<file path="src/hdl/smx_pkg.sv">
// ----------------------------------------------------------------------------
// smx_pkg: shared types and constants of the stack machine execute block
// Operation codes, decoded command, fault codes and channel payload structs.
// ----------------------------------------------------------------------------
package smx_pkg;

  // Default number of stack entries
  localparam int DefaultStackDepth = 256;

  // Entries in the queue between decode and execute
  localparam int QueueDepth = 2;

  // Builtin number that dumps the stack (no effect here)
  localparam logic [63:0] BuiltinDump = 64'd1;

  // Instruction operation codes
  typedef enum logic [3:0] {
    OP_NOP        = 4'd0,
    OP_HALT       = 4'd1,
    OP_PUSH_INT   = 4'd2,
    OP_ADD        = 4'd3,
    OP_BUILTIN    = 4'd4,
    OP_JUMP       = 4'd5,
    OP_DROP       = 4'd6,
    OP_DUP        = 4'd7,
    OP_SWAP       = 4'd8,
    OP_ROTATE     = 4'd9,
    OP_PUSH_LABEL = 4'd10
  } op_e;

  // Commands seen by the execute stage
  typedef enum logic [3:0] {
    CMD_NOP,
    CMD_HALT,
    CMD_PUSH,
    CMD_ADD,
    CMD_JUMP,
    CMD_DROP,
    CMD_DUP,
    CMD_SWAP,
    CMD_ROT,
    CMD_BAD
  } cmd_e;

  // Fault codes
  typedef enum logic [1:0] {
    FAULT_NONE      = 2'd0,
    FAULT_OVERFLOW  = 2'd1,
    FAULT_UNDERFLOW = 2'd2,
    FAULT_BADOP     = 2'd3
  } fault_e;

  // Input item
  typedef struct packed {
    logic [3:0]  operation;
    logic [63:0] operand;
  } in_item_t;

  // Result item
  typedef struct packed {
    logic [63:0] pc_after;
    logic [63:0] top_value;
    logic [8:0]  depth;
    logic        halted;
    logic [1:0]  fault;
  } out_item_t;

  // Classified instruction carried through the queue
  typedef struct packed {
    cmd_e        cmd;
    logic [1:0]  min_depth;  // entries the instruction needs on the stack
    logic        grows;      // instruction adds one entry
    logic [63:0] operand;
  } cmd_t;

  // Queue status toward the front end
  typedef struct packed {
    logic full;
    logic empty;
  } q_status_t;

endpackage

</file>
<file path="src/hdl/smx_queue.sv">
// ----------------------------------------------------------------------------
// smx_queue: command queue between front end and execute stage
// Small circular buffer; the head entry is presented combinationally.
// ----------------------------------------------------------------------------
module smx_queue import smx_pkg::*; (
  input  logic      clk_i,
  input  logic      rst_ni,
  input  logic      push_i,
  input  cmd_t      push_cmd_i,
  input  logic      pop_i,
  output logic      head_valid_o,
  output cmd_t      head_cmd_o,
  output q_status_t status_o
);

  localparam int PtrW = (QueueDepth > 1) ? $clog2(QueueDepth) : 1;
  localparam int CntW = $clog2(QueueDepth + 1);

  cmd_t            slot_q [QueueDepth];
  logic [PtrW-1:0] wr_ptr_q, wr_ptr_d;
  logic [PtrW-1:0] rd_ptr_q, rd_ptr_d;
  logic [CntW-1:0] count_q, count_d;

  assign status_o.full  = (count_q == CntW'(QueueDepth));
  assign status_o.empty = (count_q == '0);
  assign head_valid_o   = !status_o.empty;
  assign head_cmd_o     = slot_q[rd_ptr_q];

  // Advance pointers and occupancy
  always_comb begin
    wr_ptr_d = wr_ptr_q;
    rd_ptr_d = rd_ptr_q;
    count_d  = count_q;
    if (push_i) begin
      wr_ptr_d = (wr_ptr_q == PtrW'(QueueDepth - 1)) ? '0 : wr_ptr_q + PtrW'(1);
    end
    if (pop_i) begin
      rd_ptr_d = (rd_ptr_q == PtrW'(QueueDepth - 1)) ? '0 : rd_ptr_q + PtrW'(1);
    end
    if (push_i && !pop_i) begin
      count_d = count_q + CntW'(1);
    end else if (pop_i && !push_i) begin
      count_d = count_q - CntW'(1);
    end
  end

  always_ff @(posedge clk_i or negedge rst_ni) begin
    if (!rst_ni) begin
      wr_ptr_q <= '0;
      rd_ptr_q <= '0;
      count_q  <= '0;
    end else begin
      wr_ptr_q <= wr_ptr_d;
      rd_ptr_q <= rd_ptr_d;
      count_q  <= count_d;
    end
  end

  // Store the new entry
  always_ff @(posedge clk_i) begin
    if (push_i) begin
      slot_q[wr_ptr_q] <= push_cmd_i;
    end
  end

endmodule

</file>
<file path="config.mk">
export PLATFORM = sky130hd
export DESIGN_NAME = smx_queue
export DESIGN_NICKNAME = d
export VERILOG_FILES = /design/src/hdl/smx_pkg.sv /design/src/hdl/smx_queue.sv
export SDC_FILE = /design/constraint.sdc
export NUM_CORES = 1
export LEC_CHECK = 0
export ABC_AREA = 0
export ABC_CLOCK_PERIOD_IN_PS = 9250
export BUFFER_PORTS_ARGS = -buffer_cell sky130_fd_sc_hd__buf_2
export CAP_MARGIN = 20
export CORE_MARGIN = 2
export CORE_UTILIZATION = 31
export DETAILED_ROUTE_END_ITERATION = 10
export PLACE_DENSITY_LB_ADDON = 0.15
export RECOVER_POWER = 25
export SLEW_MARGIN = 25
export SYNTH_ARGS = -nofsm -noshare
export SYNTH_HDL_FRONTEND = slang
export SYNTH_SLANG_ARGS = --single-unit
export TNS_END_PERCENT = 10
</file>
<file path="constraint.sdc">
create_clock -name clk_i -period 9.25 [get_ports clk_i]
set_input_delay 0.4625 -clock clk_i [delete_from_list [all_inputs] [get_ports clk_i]]
set_output_delay 0.4625 -clock clk_i [all_outputs]
set_load 0.02 [all_outputs]
</file>
[Yosys cells after proc, flatten, opt, wreduce, memory -nomap -nowiden]
Memories as Yosys holds them, arrays and structs flattened.
Index checks and enable logic that the tools add are counted.
Operators by class
  add/subtract/negate cells: 4
  eq/ne operators: 1
  muxes and demuxes: 6
  reductions and logical operators: 7
Operators by type and width (count)
  two-way mux 1 bit: 4
  two-way mux 2 bit: 2
  logical NOT 1 bit: 3
  adder 1 bit (second input constant): 2
  adder 2 x 1 -> 2 bit (second input constant): 1
  == test 2 bit (second input constant): 1
  logical AND 1 bit: 2
  logical NOT 2 bit: 1
  nonzero test 2 bit: 1
  subtractor 2 x 1 -> 2 bit (second input constant): 1
Word-level totals
  bits in registers: 4
  bits in writable memories: 142
  input port bits: 75
  output and inout bits: 74
  word-level logic and storage cells: 22
  memories kept: 1
Memory list
  slot_q: depth 2, width 71, read ports 1, clocked after Yosys merged registers in 0, write ports 1, RTL line smx_queue.sv:19  | cmd_t slot_q [QueueDepth];

[Depth between registers and ports, before layout]
  depth in word-level cells: 4
  depth in mapped cells: 5
  gate-level depth less buffers: 5

[Least setup slack after synthesis]
OpenSTA, ideal clock, no wires.
  path kind: input port to flip-flop
  start: input push_i
  end: memory slot_q[0][0] in the netlist's numbering, enable pin
  data arrival time: 3576 ps
  data required time: 8741 ps
  setup slack: 5165 ps
  stages: 1
  path buffers: 0
  cells stage by stage: nor2b_1
Between the ends
  longest elaborated chain between the ends: 2
RTL lines
  start, declared: RTL line smx_queue.sv:8  | input logic push_i,
  two-way mux 1 bit: RTL line smx_queue.sv:61  | if (push_i) begin
  two-way mux 1 bit (implied by the code): RTL line smx_queue.sv:62  | slot_q[wr_ptr_q] <= push_cmd_i;
  end, declared: RTL line smx_queue.sv:19
No other way between the ends.

==> run_results.csv <==
group,metric,value,unit
cells_and_area,final_cell_area,7183,um2
die,start_util,31.55,%
critical_path,timing.rr.start,"rd_ptr_q",
logic_synthesis,ys_warn_count,0,
die,rows,49,
die,ioPinCount,149,
die,fp.dieH,139.2,um
clock_tree,clk_pin_slew_worst_paths,60,ps
placed_design,gp_congestion,0.6564,
timing,layout_min_cycle_time,3070,ps
critical_path,critical_path_required,8790,ps
cells_and_area,fin_util,39.99,%
placed_design,placed_area,6611,um2
die,die-width,139.2,um
logic_synthesis,ys_ff_latch,146,
routing,antenna_left,0,
critical_path,crit_fanout,37,
grt,grt_max_degree,72,
clock_tree,cts_max_level,4,
grt,track_usage,10.95,%
timing,final.setup.tns,0,ps
critical_path,cp_slowest_cell,"dfrtp_4",
cells_and_area,syn2layout_area_growth,26.76,%
min_path,worstHoldPathCells,1,
routing,drc,0,
pwr,powerDensity,330.6,nW/um2
min_path,hold_path_end,"slot_q[0][54]",
cells_and_area,fillers,1679,
timing,rsz0062_at_grt,"false",
clock_tree,post-cts-setup-buffers,0,
timing,skew,6.826,ps
cells_and_area,multiInputGateArea,1154,um2
logic_synthesis,yosysSeqAreaShare,77.01,%
critical_path,crit_path_start_kind,"flop",
placed_design,portBuffers,148,
routing,drt_iter0_markers,140,
routing,vias,2698,
critical_path,worstPathCellList,"buf_4 -> mux2_2 -> buf_2",
die,die_area,19380,um2
routing,drt-wirelength-per-cell,15.96,um
cells_and_area,drive_above_1_share,57.11,%
critical_path,cp-end-kind,"primary output",
critical_path,worstSetupPathType,"flop to primary output",
cells_and_area,antenna_cells,0,
logic_synthesis,syn_area,5667,um2
clock_tree,root_buffer,"clkbuf_16",
job,max_cap_violations,0,
routing,avgViaCountPerCell,4.189,
critical_path,critPathMaxStageDelay,890,ps
logic_synthesis,syn_nets,314,
logic_synthesis,syn_inst,238,
critical_path,reg2reg_to,"rd_ptr_q",
logic_synthesis,synth_cell_type_count,14,
clock_tree,cts_tree,"built",
timing,setup_viol,0,
placed_design,dpl.hpwl,6436,um
clock_tree,cts.sinks,146,
timing,slew_viol_final,0,
die,coreArea,17960,um2
grt,grt_overflow,0,
clock_tree,clk_latency,410,ps
run_status,status,"completed",
timing,fmax,0.3257,GHz
grt,antenna_found_initial,0,
logic_synthesis,avgSynthCellArea,23.81,um2
critical_path,r2r_setup_slack,7310,ps
grt,grt_pass1_vias,2888,
critical_path,path_buf_inv,2,
pwr,ir_drop,0.1412,mV
timing,maxSlewHeadroom,49.18,%
timing,fin_crit_sh,33.19,%
grt,grt_pass1_wl,15800,um
critical_path,crit_family,"flip-flops",
timing,worst_pin_slew,762.3,ps
cells_and_area,layout.area.seq,4368,um2
routing,firstDrtPassIters,4,
timing,hold_viol,0,
pwr,p_leak,0.002866,uW
min_path,worstHoldStart,"push_cmd_i[54]",
routing,routed_wl,10280,um
critical_path,cp_data_arrival_time,2610,ps
min_path,hold_class,"primary input to flop",
critical_path,worst-r2r-cell-count,2,
cells_and_area,final_nets,478,
clock_tree,cts_buffers,17,
clock_tree,cts_max_path_buffers,2,
[layout by cell type (no fill, tap or decap), drive strengths merged, types with 2 or more instances in the layout]
master    n
dfrtp     4
bufinv    3
buf     138
mux2     71
inv       3
xor2      4
nor2b     2
clkinv    7
edfxtp  142
clkbuf   34
[per-stage QoR]
step	cells	hold WS [ps]	power (uW)	setup WS (ps)
2_1_floorplan	238	166.9	1568	5165
3_3_place_gp	609	279.0	1724	6566
3_5_place_dp	611	280.3	1741	6561
4_1_cts	644	207.6	2421	6096
5_1_grt	644	210.8	2489	6035
6_report	644	237.3	2375	6180
[cells in the mapped netlist]
library cell / number / area share (%)
ha_1: 1 / 0.22
nor2_1: 1 / 0.066
nor2b_1: 2 / 0.22
or2_2: 1 / 0.11
dfrtp_1: 4 / 1.8
xor2_1: 4 / 0.62
mux2_4: 69 / 18
and2_1: 1 / 0.11
xnor2_1: 1 / 0.15
edfxtp_1: 142 / 75
buf_12: 7 / 2.5
buf_6: 1 / 0.20
mux2_2: 2 / 0.40
inv_1: 2 / 0.13
[worst max-delay path by stage]
stage          startpoint              to  slack (ps)  cells after the start
2_1_floorplan      push_i    slot_q[0][0]        5170                      1
3_3_place_gp     rd_ptr_q  head_cmd_o[50]        6570                      3
3_5_place_dp     rd_ptr_q  head_cmd_o[50]        6560                      3
4_1_cts          rd_ptr_q  head_cmd_o[50]        6100                      3
5_1_grt          rd_ptr_q  head_cmd_o[50]        6030                      3
6_report         rd_ptr_q  head_cmd_o[50]        6180                      3
[worst register-to-register path: cells and delay by family, from the launching register on]
| kind | cells | cell delay [ps] |
|---|---|---|
| XOR/XNOR | 1 | 200 |
| buffers and inverters | 1 | 710 |
| flip-flops | 1 | 890 |
[final cells by class]
class                           instances  area share [%]
Sequential cell                       146           60.81
Multi-Input combinational cell         82           16.06
Timing Repair Buffer                  153           11.03
Clock buffer                           20           6.079
Tap cell                              229           3.989
Clock inverter                         12           1.933
Inverter                                2          0.1045
[layer usage]
| metal | GRT usage [%] | up-vias | wire, um |
|---|---|---|---|
| li1 | - | 1270 | - |
| met1 | 13.75 | 1318 | 4717 |
| met2 | 16.72 | 94 | 4761 |
| met3 | 4.247 | 16 | 593 |
| met4 | 5.104 | 0 | 206 |
| met5 | 0 | - | 0 |
[state kept, by name (all words and copies together) (netlist names)]
signal / count
wr_ptr_q: 1
rd_ptr_q: 1
count_q: 2
slot_q: 142
[kinds of logic after synthesis]
kind of cell	count (synthesis)	synth area share [%]
XOR/XNOR	5	0.7728
multiplexers	71	18.68
buffers and inverters	10	2.804
adder cells (fa/ha/maj)	1	0.2208
AND/OR/NAND/NOR	5	0.5079
flip-flops	146	77.01
[report_power, final]
group | internal, uW | switching (uW)
Sequential | 880 | 77.1
Clock | 420 | 250
Combinational | 348 | 400
[what timing repair did]
action	CTS	global route
setup endpoints to repair	0	0
hold buffers	1	0
resized for setup	0	0
endpoints found under the hold margin	4	0
No activity file was read; power rests on OpenSTA's default activity.
