**config.mk**
```make
export PLATFORM = sky130hd
export DESIGN_NAME = smx_decode
export DESIGN_NICKNAME = d
export VERILOG_FILES = /design/src/hdl/smx_pkg.sv /design/src/hdl/smx_decode.sv
export SDC_FILE = /design/constraint.sdc
export NUM_CORES = 1
export LEC_CHECK = 0
export CORE_UTILIZATION = 23
export DETAILED_ROUTE_END_ITERATION = 10
export DONT_BUFFER_PORTS = 1
export PLACE_DENSITY = 0.37
export SYNTH_ARGS = -nofsm -noshare
export SYNTH_HDL_FRONTEND = slang
export SYNTH_SLANG_ARGS = --single-unit
```
**constraint.sdc**
```tcl
create_clock -name vclk -period 2.55
set_clock_uncertainty 0.05 [all_clocks]
set_input_delay 0.765 -clock vclk [all_inputs]
set_output_delay 0.765 -clock vclk [all_outputs]
set_load 0.05 [all_outputs]
```
**src/hdl/smx_pkg.sv**
```systemverilog
// ----------------------------------------------------------------------------
// smx_pkg: shared types and constants of the stack machine execute block
// Operation codes, decoded command, fault codes and channel payload structs.
// ----------------------------------------------------------------------------
package smx_pkg;

  // Default number of stack entries
  localparam int DefaultStackDepth = 256;

  // Entries in the queue between decode and execute
  localparam int QueueDepth = 2;

  // Builtin number that dumps the stack (no effect here)
  localparam logic [63:0] BuiltinDump = 64'd1;

  // Instruction operation codes
  typedef enum logic [3:0] {
    OP_NOP        = 4'd0,
    OP_HALT       = 4'd1,
    OP_PUSH_INT   = 4'd2,
    OP_ADD        = 4'd3,
    OP_BUILTIN    = 4'd4,
    OP_JUMP       = 4'd5,
    OP_DROP       = 4'd6,
    OP_DUP        = 4'd7,
    OP_SWAP       = 4'd8,
    OP_ROTATE     = 4'd9,
    OP_PUSH_LABEL = 4'd10
  } op_e;

  // Commands seen by the execute stage
  typedef enum logic [3:0] {
    CMD_NOP,
    CMD_HALT,
    CMD_PUSH,
    CMD_ADD,
    CMD_JUMP,
    CMD_DROP,
    CMD_DUP,
    CMD_SWAP,
    CMD_ROT,
    CMD_BAD
  } cmd_e;

  // Fault codes
  typedef enum logic [1:0] {
    FAULT_NONE      = 2'd0,
    FAULT_OVERFLOW  = 2'd1,
    FAULT_UNDERFLOW = 2'd2,
    FAULT_BADOP     = 2'd3
  } fault_e;

  // Input item
  typedef struct packed {
    logic [3:0]  operation;
    logic [63:0] operand;
  } in_item_t;

  // Result item
  typedef struct packed {
    logic [63:0] pc_after;
    logic [63:0] top_value;
    logic [8:0]  depth;
    logic        halted;
    logic [1:0]  fault;
  } out_item_t;

  // Classified instruction carried through the queue
  typedef struct packed {
    cmd_e        cmd;
    logic [1:0]  min_depth;  // entries the instruction needs on the stack
    logic        grows;      // instruction adds one entry
    logic [63:0] operand;
  } cmd_t;

  // Queue status toward the front end
  typedef struct packed {
    logic full;
    logic empty;
  } q_status_t;

endpackage

```
**src/hdl/smx_decode.sv**
```systemverilog
// ----------------------------------------------------------------------------
// smx_decode: instruction front end
// Accepts input transfers while the queue has room and classifies each
// operation into a command with its stack depth requirements.
// ----------------------------------------------------------------------------
module smx_decode import smx_pkg::*; (
  input  logic      in_valid_i,
  output logic      in_stall_o,
  input  in_item_t  in_i,
  input  q_status_t q_status_i,
  output logic      q_push_o,
  output cmd_t      q_cmd_o
);

  // Hold the input while the queue is full
  assign in_stall_o = q_status_i.full;
  assign q_push_o   = in_valid_i && !q_status_i.full;

  // Classify the operation
  always_comb begin
    q_cmd_o.cmd       = CMD_BAD;
    q_cmd_o.min_depth = 2'd0;
    q_cmd_o.grows     = 1'b0;
    q_cmd_o.operand   = in_i.operand;
    unique case (in_i.operation)
      OP_NOP:     q_cmd_o.cmd = CMD_NOP;
      OP_HALT:    q_cmd_o.cmd = CMD_HALT;
      OP_PUSH_INT, OP_PUSH_LABEL: begin
        q_cmd_o.cmd   = CMD_PUSH;
        q_cmd_o.grows = 1'b1;
      end
      OP_ADD: begin
        q_cmd_o.cmd       = CMD_ADD;
        q_cmd_o.min_depth = 2'd2;
      end
      OP_BUILTIN: begin
        // dump does nothing, every other builtin stops the machine
        q_cmd_o.cmd = (in_i.operand == BuiltinDump) ? CMD_NOP : CMD_HALT;
      end
      OP_JUMP: begin
        q_cmd_o.cmd       = CMD_JUMP;
        q_cmd_o.min_depth = 2'd1;
      end
      OP_DROP: begin
        q_cmd_o.cmd       = CMD_DROP;
        q_cmd_o.min_depth = 2'd1;
      end
      OP_DUP: begin
        q_cmd_o.cmd       = CMD_DUP;
        q_cmd_o.min_depth = 2'd1;
        q_cmd_o.grows     = 1'b1;
      end
      OP_SWAP: begin
        q_cmd_o.cmd       = CMD_SWAP;
        q_cmd_o.min_depth = 2'd2;
      end
      OP_ROTATE: begin
        q_cmd_o.cmd       = CMD_ROT;
        q_cmd_o.min_depth = 2'd3;
      end
      default:    q_cmd_o.cmd = CMD_BAD;
    endcase
  end

endmodule

```
=== Word-level counts from Yosys, hierarchy flattened ===
Index checks and enable logic that the tools add are counted.

* Output and inout bits: 73
* Word-level logic and storage cells: 22
* Input bits: 71
* Register bits: 0

* Equal/unequal tests: 11
* Reduce and logical (&&, ||, !) cells: 7
* Multiplexer cells: 4

{| class="wikitable"
|+ Operators with widths
! cell !! count
|-
| equality test 64 x 1 -> 1 bit, second input constant || 1
|-
| one-hot mux 4 bit (10 select lines) || 1
|-
| equality test 4 x 3 -> 1 bit, second input constant || 4
|-
| equality test 4 bit, second input constant || 3
|-
| equality test 4 x 2 -> 1 bit, second input constant || 2
|-
| one-hot mux 2 bit (3 select lines) || 1
|-
| OR reduction 3 bit || 2
|-
| equality test 4 x 1 -> 1 bit, second input constant || 1
|-
| logical NOT 4 bit || 1
|-
| OR reduction 2 bit || 2
|-
| two-way mux 1 bit || 2
|-
| logical AND 1 bit || 1
|-
| logical NOT 1 bit || 1
|}

=== Depth between registers and ports, before layout ===
Gate-level depths: netlist of the first run.

* Depth after elaboration: 3
* Mapped depth: 4
* Gate-level depth less buffers: 4

=== Worst setup path before layout of the first run ===
OpenSTA, ideal clock, no wires.

* Path kind: input -> output
* From: in in_i[64] in the netlist's numbering
* To: out q_cmd_o[68] in the netlist's numbering
* Buffers on the path: 1
* Data required time: 1.735 ns
* Arrival: 2.231 ns
* Path slack: -0.496 ns
* Stages on the path: 3
* Cells stage by stage: clkbuf_1 nor2_1 a211oi_1

{| class="wikitable"
|+ RTL lines
! element !! line !! text
|-
| from (decl) || smx_decode.sv:9 || <nowiki>input in_item_t in_i,</nowiki>
|-
| to (decl) || smx_decode.sv:12 || <nowiki>output cmd_t q_cmd_o</nowiki>
|}

==> run metrics, run 1 <==
status finished with violations; first drt pass iteration count 2; Remaining DRCs 0; Die X 59.3 um; post-synth top area cell buf_4; diodes inserted 0; total leakage power 0.131 nW; CP Buf/Inv Count 0; antenna violations before repair 0; Critical Path Start Type primary input; worst-path cell chain nor4_2 > nand4_1 > nor4_4 > o22ai_4; I/O Pins 144; Compound-Gate Fraction of Synth Area 0.0646; Port Buf Inserts 0; first-pass GRT wire length 2100 um; synth unique cells 18; Cell Rows 20; adder-cell area share of the yosys netlist 0; crit share post-route 1.02; Hold WS 1.48 ns; sequential cells 0; Max Cap Viol 0; ratio of cells with drive above 1 in the final layout 0.471; final core utilization 0.167; vias in the first global route 497; dominant cells by area after synthesis buf_4 (65%), nor4_1 (13%), nor2_1 (3.5%); WL/cell 15.9 um; Slew @ Worst Pin 0.545 ns; Final Hold Fails 0; Max VDD drop 0.0000965 V; starting density of the core 0.246; main combinational cell family by area after synthesis buffers and inverters; Cell Area, Synth 756 um2; Synth Area in Simple Gates 0.280; syn_nets 182; count leader, synth buf_4; XOR/XNOR Fraction of Synth Area 0; core area 3080 um2; Via density 5.27; Peak Freq 0.383 GHz; pwr dens 142 nW/um2; RSZ-0062 raised after global routing yes; detailed placer's ending HPWL 1300 um; Synth Area per Inst 6.81 um2; Final ANT Viol Nets 0; initial drt markers 2; fin nets 124; share of the synthesized area in the top cell type 0.646; FF/Latch Area 0 um2; Setup Viol. Count Final 1; PnR worst setup slack -0.0609 ns; post-CTS setup repair buffer count 0; Tmin final 2.61 ns; CP max-delay cell nor4_4; Design Area, Final 513 um2; Crit path max-delay family simple AND/OR/NAND/NOR gates; max-slew violations 0; Total GRT Usage 0.0768; Req. time, crit path 1.74 ns; GPL Wtd Cong 0.666; failing checks negative setup slack; Post-synth top cells buf_4 (65), nor4_1 (16), nor2_1 (7); GR Overflow Total 0; total die area 3520 um2; Setup WS pre-CTS -0.247 ns; largest net degree at the start of global routing 10; Crit Path Class primary input to output port; Post-Route WL 1510 um; Slew headroom 0.635; HP Class primary input to output port; synthesis-to-finish area growth -32.1%; Die Ht 59.3 um; post-synthesis sequential area ratio 0; vias 501; Arrival @ worst endpoint 1.80 ns; Post-DP Area 384 um2; Gate Count Post-Synth 111; CP Capture Type output port; clock buffer count 0; post-synthesis mux area share 0; CP Max Fanout 2; Synthesis Warnings 0; slowest stage delay, CP 0.37 ns
per-stage QoR:
step                total power, mW  cells  TNS [ns]
finish                       0.0728     95   -0.0609
global placement             0.0671     95    -0.206
global route                 0.0773     95    -0.139
detailed placement           0.0671     95    -0.247
floorplan                     0.331    111   -0.0406
CTS                          0.0718     95   -0.0902
final cells by class:
class	instances	area, um2
fill	353	2560
multi-input combinational	44	409
inverter	1	3.75
tap	44	55.1
timing repair buffer	6	45.0
power by group:
group | leakage [nW] | switching, mW | total (mW) | internal, mW
clock network | 0 | 0 | 0 | 0
logic | 0.131 | 0.0463 | 0.0728 | 0.0265
registers | 0 | 0 | 0 | 0
total | 0.131 | 0.0463 | 0.0728 | 0.0265
repair_timing:
action	4_1_cts	5_1_grt
resized for setup	12	6
hold buffers	0	0
pin swaps	6	5
setup endpoints to repair	1	1
logic make-up after synthesis:
logic type             Yosys count
buffers and inverters           67
AO/OA/AOI/OAI                    8
AND/OR/NAND/NOR                 36
worst paths after layout:
kind  startpoint  cells past startpoint     endpoint  slack [ns]
max     in_i[12]                      4  q_cmd_o[67]       -0.06
min     in_i[38]                      0  q_cmd_o[38]        1.48
layer usage:
| layer | routed length (um) | global-route usage | up-vias | share of wire |
|---|---|---|---|---|
| met2 | 736 | 0.143 | 67 | 0.49 |
| met1 | 541 | 0.0826 | 231 | 0.36 |
| met4 | 5 | 0.00680 | 0 | 0.0033 |
| met3 | 224 | 0.0328 | 2 | 0.15 |
| li1 | - | - | 201 | - |
| met5 | 0 | 0 | - | 0 |
cell usage in the layout (no fill, tap or decap):
cell | Yosys | final
a211oi_2 | 0 | 1
a21o_1 | 1 | 1
a21oi_1 | 3 | 2
a21oi_2 | 0 | 1
buf_4 | 65 | 6
inv_2 | 1 | 1
nand2_1 | 2 | 2
nand2b_1 | 1 | 1
nand3_1 | 1 | 1
nand3b_1 | 1 | 1
nand4_1 | 4 | 4
nor2_1 | 7 | 7
nor2b_1 | 3 | 1
nor2b_2 | 0 | 2
nor4_1 | 16 | 5
nor4_2 | 0 | 5
nor4_4 | 0 | 6
nor4b_2 | 1 | 1
o21a_1 | 1 | 1
o21ai_0 | 1 | 1
o22ai_4 | 0 | 1
Power figures use the tool's default switching activity.
==> inputs of run 2 (changes only) <==
--- a/config.mk
+++ b/config.mk
@@ -5,6 +5,8 @@
 export SDC_FILE = /design/constraint.sdc
 export NUM_CORES = 1
 export LEC_CHECK = 0
+export ABC_AREA = 1
+export CAP_MARGIN = 10
 export CORE_UTILIZATION = 23
 export DETAILED_ROUTE_END_ITERATION = 10
 export DONT_BUFFER_PORTS = 1
==> run 2 against run 1 <==
  * The flow now finishes without violations
  * Final cell count rose by 60%
  * Synthesized area rose by 16%
  * Wire length rose by 0.40%
  * Critical path depth rose by 5
  * Non-clock buffer count fell by 2
  * Sequential cell count did not move
==> run metrics, run 2 <==
Hold Path Sink q_cmd_o[22]; share of the synthesized area in the top cell type 0.558 (-0.0878); fillcell total 433 (+23%); Design Area, Final 494 um2 (-3.7%); # placed instances 152 (+60%); vias in the first global route 585 (+18%); synthesis-to-finish area growth -43.5%; post_cts resized 0 (-12); RSZ-0062 raised after global routing no; Slew headroom 0.686 (+0.0513); most frequent cells in the layout nor2_1 (45), nand2_1 (37), inv_1 (7); I/O Pins 144 (unchanged); diodes inserted 0 (unchanged); PnR worst setup slack 0.165 ns (+0.226 ns); Setup Viol. Count Final 0 (-1); synth unique cells 9 (-9); vias 627 (+25%); Port Buf Inserts 0 (unchanged); Crit path top cell by count nand2_1; Remaining DRCs 0 (unchanged); CP Capture Type output port; core area 3660 um2 (+19%); Arrival @ worst endpoint 1.57 ns (-0.23 ns); starting density of the core 0.239 (-0.00664); first drt pass iteration count 4 (+2); crit share post-route 0.935 (-0.0886); pwr dens 168 nW/um2 (+19%); Hold Buf Count CTS 0 (unchanged); largest net degree at the start of global routing 6 (-4); Pwr Total 0.0832 mW (+14%); max-slew violations 0 (unchanged); Cell Area, Synth 875 um2 (+16%); GPL Wtd Cong 0.618 (-7.2%); first-pass GRT wire length 2200 um (+4.6%); FF/Latch Area 0 um2 (unchanged); Critical Path Start Type primary input; Via density 4.13 (-22%); syn_nets 236 (+30%); commonest non-fill, non-tap cell in the layout nor2_1; clock buffer count 0 (unchanged); Setup WS pre-CTS 0.105 ns (+0.352 ns); detailed placer's ending HPWL 1360 um (+4.7%); Final Hold Fails 0 (unchanged); initial drt markers 7 (+5); Die X 63.7 um (+7.3%); Req. time, crit path 1.74 ns (about the same); sequential cells 0 (unchanged); HP Start in_i[22]; Cell Rows 22 (+10%); Gate Count Post-Synth 165 (+49%); post-synthesis sequential area ratio 0 (unchanged); Synth Area per Inst 5.30 um2 (-22%); Post-DP Area 489 um2 (+27%); CP max-delay cell buf_12; Synthesis Warnings 0 (unchanged); HP Class primary input to output port; total leakage power 0.221 nW (+69%); status complete, no violations; dominant cells by area after synthesis buf_4 (56%), nor2_1 (20%), nand2_1 (16%); post-CTS setup repair buffer count 0 (unchanged); antenna violations before repair 0 (unchanged); Post-Route WL 1520 um (+0.40%); fin nets 177 (+43%); Fin Setup TNS 0 ns (+0.0609 ns); Post-synth top cells buf_4 (65), nor2_1 (47), nand2_1 (37); final non-filler cell total 152 (+60%); hold path depth 0 (unchanged); slowest stage delay, CP 0.15 ns (-0.22 ns); count leader, synth buf_4; Peak Freq 0.419 GHz (+9.5%); ratio of cells with drive above 1 in the final layout 0.0962 (-0.374); CP Max Fanout 2 (unchanged); total die area 4050 um2 (+15%); Die Ht 63.7 um (+7.3%); post-synth top area cell buf_4; GR Overflow Total 0 (unchanged); Max VDD drop 0.0000281 V (-71%); Total GRT Usage 0.0664 (-0.0103); Tmin final 2.38 ns (-0.226 ns); WL/cell 9.97 um (-37%); worst-path cell chain nor2_1 > nand2_1 > nor2_2 > nand2_1 > nor2_1 > nand2_1 > nand2_1 > nand2_1 > buf_12; Final ANT Viol Nets 0 (unchanged); Max Cap Viol 0 (unchanged); Crit Path Class primary input to output port; Slew @ Worst Pin 0.469 ns (-0.0756 ns)
[run 2: cell types whose count changed in the layout (fill, tap and decap cells not counted), moves of 2 or more]
cell and change:
nor2_1 +38, nand3_1 +2, nand2_1 +35, nor4_2 -5, nand4_1 -4, buf_4 -3, nor4_4 -6, nor4_1 -5
nor2b_2 -2, a21oi_1 -2, nor2_2 +4, inv_1 +7
[run 2: worst max-delay path by stage]
stage | start | to | slack [ns] | depth (start not counted)
after CTS | in_i[29] | q_cmd_o[67] | 0.11 | 9
after global routing | in_i[31] | q_cmd_o[67] | 0.003 | 9
after floorplan | in_i[63] | q_cmd_o[67] | 0.24 | 8
final | in_i[31] | q_cmd_o[67] | 0.17 | 9
after detailed placement | in_i[29] | q_cmd_o[67] | 0.10 | 9
after global placement | in_i[31] | q_cmd_o[67] | 0.12 | 9
[run 2: worst max-delay path: cells and delay by family]
family                 cells  cell delay [ns]
and+or+nand+nor            8             0.65
buffers and inverters      1             0.15
[run 2: routing by layer]
layer | GRT usage | vias to the layer above | wire length (um)
met5 | 0 | - | 0
met4 | 0.0313 | 0 | 24
met3 | 0.00725 | 6 | 158
met2 | 0.141 | 65 | 847
met1 | 0.0598 | 251 | 485
li1 | - | 305 | -
[run 2: power by group]
group          leakage, nW  switching [mW]  internal, mW
logic                0.221          0.0571        0.0261
registers                0               0             0
clock network            0               0             0
total                0.221          0.0571        0.0261
[run 2: kinds of logic after synthesis]
group / after synthesis / share of synthesized area
simple gates: 90 / 0.398
buf+inv: 74 / 0.597
compound gates: 1 / 0.00572
[run 2: cell type report]
class                      instances  area (um2)  share of cell area
inverter                           9        33.8              0.0684
tap                               48        60.1               0.122
multi-input combinational         91         358               0.724
timing repair buffer               4        42.5              0.0861
[run 2: metrics by stage]
stage                     hold WS (ns)   util
final                             1.48  0.135
after global routing              1.48  0.135
after CTS                         1.48  0.134
after detailed placement          1.48  0.134
after global placement            1.48  0.134
after floorplan                   1.65      -
==> inputs of run 3 (changes only) <==
==> constraint.sdc (replaced) <==
create_clock -name vclk -period 2.55
set_clock_uncertainty 0.05 [all_clocks]
set_input_delay 0.51 -clock vclk [all_inputs]
set_output_delay 0.51 -clock vclk [all_outputs]
set_load 0.05 [all_outputs]
==> run 3 against run 2 <==
  * Combinational power down 15%
  * First-iteration DRC count grew 14%
  * Largest cell class unchanged
  * Hold slack got worse by 0.51 ns
  * Global-route usage down 0.075 points
  * Via count is 0.96% lower
  * Count of clock-buffer cells in the layout unchanged
  * Critical endpoint unchanged
  * Wire length down 0.66%
==> run metrics, run 3 (synthesis gave the netlist of run 2 again) <==
Max VDD drop 0.0000370 V (+32%); Fin Setup TNS 0 ns (unchanged); Final ANT Viol Nets 0 (unchanged); Total GRT Usage 0.0657 (-0.000751); Slew @ Worst Pin 0.528 ns (+0.0584 ns); RSZ-0062 raised after global routing no; HP Class primary input to output port; I/O Pins 144 (unchanged); Crit path max-delay family simple AND/OR/NAND/NOR gates; starting density of the core 0.239 (unchanged); Pwr Total 0.0708 mW (-15%); most frequent cells in the layout nor2_1 (47), nand2_1 (37), inv_1 (7); clock buffer count 0 (unchanged); antenna violations before repair 0 (unchanged); diodes inserted 0 (unchanged); synthesis-to-finish area growth -48.1%; Via density 4.17 (+1.0%); crit share post-route 0.755 (-0.180); Die Ht 63.7 um (unchanged); final core utilization 0.124 (-0.0109); initial drt markers 8 (+1); max-slew violations 0 (unchanged); worst-path cell chain nor2_1 > nand2_1 > nor2_1 > nand2_1 > nor2_1 > nand2_1 > nand2_1 > nand2_1; Cell Rows 22 (unchanged); pwr dens 156 nW/um2 (-7.5%); commonest non-fill, non-tap cell in the layout nor2_1; detailed placer's ending HPWL 1350 um (-0.92%); Setup WS pre-CTS 0.556 ns (+0.451 ns); post_cts resized 0 (unchanged); Max Cap Viol 0 (unchanged); Critical Path Start Type primary input; GR Overflow Total 0 (unchanged); post-CTS setup repair buffer count 0 (unchanged); Crit path top cell by count nand2_1; core area 3660 um2 (unchanged); vias in the first global route 576 (-1.5%); total die area 4050 um2 (unchanged); largest net degree at the start of global routing 6 (unchanged); CP Buf/Inv Count 0 (-1); Crit Path Class primary input to output port; first drt pass iteration count 4 (unchanged); Design Area, Final 454 um2 (-8.1%); total leakage power 0.201 nW (-8.8%); Slew headroom 0.647 (-0.0391); slowest stage delay, CP 0.29 ns (+0.14 ns); CP Capture Type output port; first-pass GRT wire length 2140 um (-2.8%); Arrival @ worst endpoint 1.37 ns (-0.20 ns); Setup Viol. Count Final 0 (unchanged); ratio of cells with drive above 1 in the final layout 0.0495 (-0.0466); Port Buf Inserts 0 (unchanged); Tmin final 1.93 ns (-0.459 ns); hold path depth 0 (unchanged); FF/Latch Area 0 um2 (unchanged); Remaining DRCs 0 (unchanged); CP max-delay cell nand2_1; status complete, no violations; Post-Route WL 1510 um (-0.66%); Hold Buf Count CTS 0 (unchanged); fin nets 174 (-1.7%); HP Start in_i[16]; GPL Wtd Cong 0.549 (-11%); Req. time, crit path 1.99 ns (+0.25 ns); WL/cell 10.1 um (+1.3%); Post-DP Area 454 um2 (-7.2%); vias 621 (-0.96%); Hold Path Sink q_cmd_o[16]; PnR worst setup slack 0.624 ns (+0.459 ns); CP Max Fanout 2 (unchanged); Die X 63.7 um (unchanged); Peak Freq 0.519 GHz (+24%); Final Hold Fails 0 (unchanged); sequential cells 0 (unchanged)
[run 3: changes by cell type in the layout (fill, tap and decap cells not counted)]
cell,before,now
nor2_1,45,47
buf_12,1,0
nor2_2,4,2
buf_4,3,1
[run 3: worst max-delay path by stage]
stage	end	cells past startpoint	slack, ns	startpoint
floorplan	q_cmd_o[67]	8	0.75	in_i[63]
global placement	q_cmd_o[67]	8	0.57	in_i[31]
detailed placement	q_cmd_o[67]	8	0.56	in_i[29]
CTS	q_cmd_o[67]	8	0.56	in_i[29]
global route	q_cmd_o[67]	8	0.42	in_i[31]
finish	q_cmd_o[67]	8	0.62	in_i[29]
[run 3: per-layer routing]
metal	up-vias	GRT usage	wire length [um]
met1	250	0.0620	497
met4	0	0.0256	16
met3	4	0.0127	179
met5	-	0	0
met2	68	0.134	811
li1	299	-	-
[run 3: power by group]
group	switching (mW)	total [mW]	internal (mW)
sequential	0	0	0
combinational	0.0547	0.0708	0.0160
clock	0	0	0
[run 3: cell type report]
| class | instances | area [um2] |
|---|---|---|
| Inverter | 9 | 33.8 |
| Fill cell | 440 | 3210 |
| Timing Repair Buffer | 1 | 7.51 |
| Multi-Input combinational cell | 91 | 353 |
| Tap cell | 48 | 60.1 |
[run 3: metrics by stage]
step                      hold WS [ns]  instances
after floorplan                   1.14        165
after global placement           0.970        149
after detailed placement         0.970        149
after CTS                        0.970        149
after global routing             0.970        149
final                            0.970        149
